<file path="config.mk">
export PLATFORM = sky130hd
export DESIGN_NAME = esw_totals
export DESIGN_NICKNAME = d
export VERILOG_FILES = /design/src/hw/rtl/esw_pkg.sv /design/src/hw/rtl/esw_totals.sv
export SDC_FILE = /design/constraint.sdc
export NUM_CORES = 1
export LEC_CHECK = 0
export BUFFER_PORTS_ARGS = -buffer_cell sky130_fd_sc_hd__buf_2
export CORE_UTILIZATION = 45
export CTS_CLUSTER_DIAMETER = 60
export DETAILED_ROUTE_END_ITERATION = 7
export PLACE_DENSITY = 0.71
export SLEW_MARGIN = 40
export SYNTH_ARGS = -nofsm -noshare
export SYNTH_HDL_FRONTEND = slang
export SYNTH_SLANG_ARGS = --single-unit
</file>
<file path="constraint.sdc">
create_clock -name clk_i -period 3.55 [get_ports clk_i]
set_input_delay 0.1775 -clock clk_i [delete_from_list [all_inputs] [get_ports clk_i]]
set_output_delay 0.1775 -clock clk_i [all_outputs]
set_load 0.02 [all_outputs]
</file>
<file path="src/hw/rtl/esw_pkg.sv">
// Shared types, constants and codes for the e-paper waveform sweep engine.
// No dependencies; used by the top level, esw_pixel_mem and esw_totals.
package esw_pkg;

  // Pixel state store geometry and the idle phase marker
  localparam int unsigned PIXEL_SLOTS = 4096;
  localparam int unsigned SLOT_W      = $clog2(PIXEL_SLOTS);
  localparam logic [7:0]  IDLE_PHASE  = 8'd255;

  // Default depth of the waveform store in phases
  localparam int unsigned WAVE_PHASES_DEF = 64;

  // Grey level transition index width (target and source level, 5 bits each)
  localparam int unsigned CELL_W = 10;

  // Input opcodes
  localparam logic [1:0] OP_SWEEP = 2'd0;
  localparam logic [1:0] OP_TABLE = 2'd1;
  localparam logic [1:0] OP_SET   = 2'd2;

  // Configuration register indexes (byte address 8*i)
  localparam logic [1:0] REG_PHASE_COUNT   = 2'd0;
  localparam logic [1:0] REG_UNIFORM_PHASE = 2'd1;
  localparam logic [1:0] REG_DC_CAP        = 2'd2;
  localparam logic [1:0] REG_IMPULSE_TABLE = 2'd3;

  // Saturation limits of the 21-bit impulse total
  localparam logic signed [21:0] IMP_MAX = 22'sd1048575;
  localparam logic signed [21:0] IMP_MIN = -22'sd1048576;
  localparam logic [15:0]        CNT_MAX = 16'hFFFF;

  // One pixel slot: phase and signed DC balance
  typedef struct packed {
    logic [7:0]        phase;
    logic signed [7:0] dc;
  } pix_word_t;

  // Write port of the pixel state store
  typedef struct packed {
    logic              we;
    logic [SLOT_W-1:0] addr;
    pix_word_t         data;
  } pix_wr_t;

  // Per-request update of the sweep totals
  typedef struct packed {
    logic              fire;
    logic              eos;
    logic              emit;
    logic              complete;
    logic              sat;
    logic              drive;
    logic signed [7:0] imp;
  } tot_upd_t;

  // Totals as reported on the end-of-sweep request
  typedef struct packed {
    logic [15:0]        emitted;
    logic [15:0]        completed;
    logic [15:0]        saturations;
    logic signed [20:0] impulse;
    logic               drove;
  } tot_sum_t;

endpackage

</file>
<file path="src/hw/rtl/esw_totals.sv">
// Sweep totals: saturating counters of emitted, completed and clamped pixels,
// impulse sum and drive flag, cleared after each report. Depends on esw_pkg.
module esw_totals (
  input  logic               clk_i,
  input  logic               rst_ni,
  input  esw_pkg::tot_upd_t  upd_i,
  output esw_pkg::tot_sum_t  sum_o
);

  esw_pkg::tot_sum_t  tot_q, tot_d, nxt;
  logic signed [21:0] imp_sum;

  always_comb begin
    nxt     = tot_q;
    imp_sum = 22'(tot_q.impulse) + 22'(upd_i.imp);
    if (upd_i.emit && (tot_q.emitted != esw_pkg::CNT_MAX)) begin
      nxt.emitted = tot_q.emitted + 16'd1;
    end
    if (upd_i.complete && (tot_q.completed != esw_pkg::CNT_MAX)) begin
      nxt.completed = tot_q.completed + 16'd1;
    end
    if (upd_i.sat && (tot_q.saturations != esw_pkg::CNT_MAX)) begin
      nxt.saturations = tot_q.saturations + 16'd1;
    end
    if (upd_i.drive) begin
      nxt.drove = 1'b1;
      if (imp_sum > esw_pkg::IMP_MAX) begin
        nxt.impulse = esw_pkg::IMP_MAX[20:0];
      end else if (imp_sum < esw_pkg::IMP_MIN) begin
        nxt.impulse = esw_pkg::IMP_MIN[20:0];
      end else begin
        nxt.impulse = imp_sum[20:0];
      end
    end
  end

  // Drop the totals once they have been reported
  always_comb begin
    tot_d = tot_q;
    if (upd_i.fire) begin
      tot_d = upd_i.eos ? '0 : nxt;
    end
  end

  always_ff @(posedge clk_i or negedge rst_ni) begin
    if (!rst_ni) begin
      tot_q <= '0;
    end else begin
      tot_q <= tot_d;
    end
  end

  assign sum_o = nxt;

endmodule
</file>
==> flow_summary.toml <==
[global_routing]
use_met1_pct = 32.50
gr-max-usage-layer = "met2"
overflow = 0
first_global_vias = 4840
met2_usage_pct = 36.42
grtUsageMet3_pct = 3.991
grt_max_degree = 40
grt_pass1_wl_um = 23770
antenna_found_initial = 0
grt_usage_pct = 23.77

[synthesis]
synth-edff-count = 0
synth_mux_area_share_pct = 0.4194
synthAdderAreaFrac_pct = 6.174
synth_xor_area_share_pct = 10.11
synth.yosys.seq_area_share_pct = 32.62
syn_area_per_cell_um2 = 8.391
synth_top_family_by_area = "compound AO/OA/AOI/OAI gates"
synth-seq-cells = 70
synthSimpleGateAreaFrac_pct = 18.66
synth-main-ff-cell = "dfrtp_1"
yosys_warnings = 0
synth.distinct_cells = 57
netlist_instances = 640
syn-num-nets = 681
yosysTopAreaCell = "dfrtp_1"
synth_top_area_share_pct = 32.62
ys_async_sr_fraction_pct = 100.0
synth.area.top_cells = "dfrtp_1 (33%), nand2_1 (8.2%), ha_1 (5.6%)"
synth_compound_area_share_pct = 27.35
syn-cell-area_mm2 = 0.005370

[place]
io_buffers = 85
gp_congestion = 0.9262
dp_hpwl_um = 9751
placed_cells = 847
pre_cts_ws_ns = 0.2399
placed_area_mm2 = 0.005887

[routing]
drt-pass1-iter-count = 8
viasPerCell = 5.936
vias = 5164
ant_nets = 0
post_drt_wl_per_cell_um = 16.41
dr.first_iter.drc_count = 392
totalWireLength_um = 14270
route.detailed.drc = 12

[job]
drv_cap = 0

[timing]
fin_crit_sh_pct = 95.77
hold_ws_ns = 0.1854
skew_ns = 0.005288
hold_violations = 0
drv_slew = 0
tightest_slew_ns = 0.7365
setup_slack_ns = 0.1500
fmax_mhz = 294.1
setup_viol = 0
fin_crit_ns = 3.400
tns_ns = 0
relSlewSlack_pct = 50.90

[cts]
clock_latency_ns = 0.34
cts_sinks = 70
cts_made_buffers = 9
clk_path_buf_depth = 2
htree_levels = 3
clkTransAtPathRegs_ns = 0.06
cts_root_buf = "clkbuf_16"
cts_tree = "done"

[cells_and_area]
finish.utilization_pct = 54.80
fin_area_mm2 = 0.006311
largest_register = "tot_q"
antenna_cells = 0
largest_reg_flops = 70
reg_top3 = "tot_q: 70 flops"
areaGrowthSynthToFinish_pct = 17.52
instances_no_fill = 870
fillers = 1046
finalNetCount = 763
drive_gt1_share_pct = 19.67

[outcome]
failed_checks = "DRC"
status = "complete, but fails checks"

[floorplan]
chipWidth_um = 111.2
core_area_mm2 = 0.01152
io_pins = 86
row_count = 39
dieArea_mm2 = 0.01237
fp.dieH_um = 111.2
initial_utilization_pct = 46.63

[hold_path]
hold_depth = 3
min_path_type = "in -> reg"

[critical_path]
start_kind = "flop"
cp_max_fo = 8
end_kind = "output port"
worstSetupPathType = "reg -> out"
r2r_cells = 12
crit_arrival_ns = 3.22
worstPathRequired_ns = 3.37

[pwr]
fin_total_pwr_mw = 4.065
peakVddDrop_mv = 0.2421
powerDensity_mw_per_mm2 = 644.0
leakage_nw = 3.093
==> critical path: stages, from the launching register on <==
cell and delay [ns]:
dfrtp_1 0.41, ha_1 0.41, a21oi_2 0.20, o21ai_0 0.16, nor3_2 0.16, a21oi_2 0.13, a221oi_4 0.38, a221oi_4 0.11
buf_12 0.16, buf_4 0.16, a2bb2oi_1 0.32, o2bb2ai_1 0.10, buf_2 0.17
==> kinds of logic after synthesis <==
group | after synthesis
AOI/OAI and AO/OA | 221
xor gates and xnor gates | 62
adders and majority gates | 26
buffers and inverters | 50
DFF | 70
muxes | 2
and+or+nand+nor | 209
==> routing by layer <==
layer / vias up / wire length (um) / part of all wire, %
li1: 2496 / - / -
met1: 2433 / 6698 / 47
met2: 203 / 6338 / 44
met3: 32 / 835 / 5.8
met4: 0 / 401 / 2.8
met5: - / 0 / 0
==> synthesized netlist by cell type (all sizes together), types with 3 or more instances <==
| master | count |
|---|---|
| a21o | 12 |
| a21oi | 48 |
| a22o | 7 |
| a31oi | 7 |
| a32o | 3 |
| and2 | 8 |
| and3 | 23 |
| and4 | 11 |
| buf | 13 |
| clkbuf | 21 |
| dfrtp | 70 |
| ha | 24 |
| inv | 16 |
| nand2 | 117 |
| nand2b | 4 |
| nand3 | 9 |
| nand4 | 8 |
| nor2 | 18 |
| nor3 | 3 |
| nor3b | 3 |
| o211ai | 4 |
| o21a | 3 |
| o21ai | 82 |
| o2bb2ai | 20 |
| o31ai | 23 |
| xnor2 | 32 |
| xor2 | 30 |
==> worst paths after layout <==
check | from | endpoint | slack (ns)
min | upd_i[9] | tot_q[26]$_DFFE_PN0P_ | 0.19
min reg2reg | tot_q[44]$_DFFE_PN0P_ | tot_q[44]$_DFFE_PN0P_ | 0.53
max reg2reg | tot_q[1]$_DFFE_PN0P_ | tot_q[1]$_DFFE_PN0P_ | 0.58
max | tot_q[9]$_DFFE_PN0P_ | sum_o[17] | 0.15
min in group asynchronous | rst_ni | tot_q[6]$_DFFE_PN0P_ | 0.43
max in group asynchronous | rst_ni | tot_q[58]$_DFFE_PN0P_ | 2.30
==> cell usage in the layout, fill, tap and decap left out, types with 2 or more instances in the layout <==
cell type   instances
a21o_1             12
a21oi_1            43
a21oi_2             4
a221oi_4            2
a22o_1              7
a2bb2oi_1           2
a31oi_1             7
a32o_1              3
and2_1              8
and3_1             23
and4_1             11
buf_12              2
buf_2              85
buf_4              16
clkbuf_16           9
clkinvlp_4          2
dfrtp_1            70
ha_1               23
inv_1              16
mux2_2              2
nand2_1           117
nand2b_1            3
nand3_1             9
nand4_1             8
nor2_1             17
nor2b_1             2
nor3_1              2
nor3b_1             2
o211ai_1            3
o21a_1              3
o21ai_0            59
o21ai_1            19
o21ai_2             3
o2bb2ai_1          20
o31ai_1            23
xnor2_1            32
xor2_1             30
==> power breakdown <==
group | internal, mW | switching [mW]
registers | 0.895 | 0.102
clock network | 0.563 | 0.359
logic | 0.836 | 1.31
total | 2.29 | 1.77
==> layout make-up <==
type	count	area (um2)	area share [%]
Timing Repair Buffer	104	595.6	9.437
Inverter	16	60.06	0.9516
Clock inverter	5	58.81	0.9318
Clock buffer	11	242.7	3.846
Tap cell	143	178.9	2.835
Multi-Input combinational cell	521	3423	54.24
Sequential cell	70	1752	27.76
==> what timing repair did <==
| item | CTS | global route |
|---|---|---|
| setup buffers | 1 | 4 |
| pin swaps | 2 | 3 |
| setup endpoints to repair | 20 | 20 |
| hold endpoints to repair | 26 | 0 |
| gates cloned | 1 | 0 |
| gates resized for setup | 0 | 7 |
| hold buffers | 1 | 0 |
Note: power is estimated with default switching activity, not from simulation.
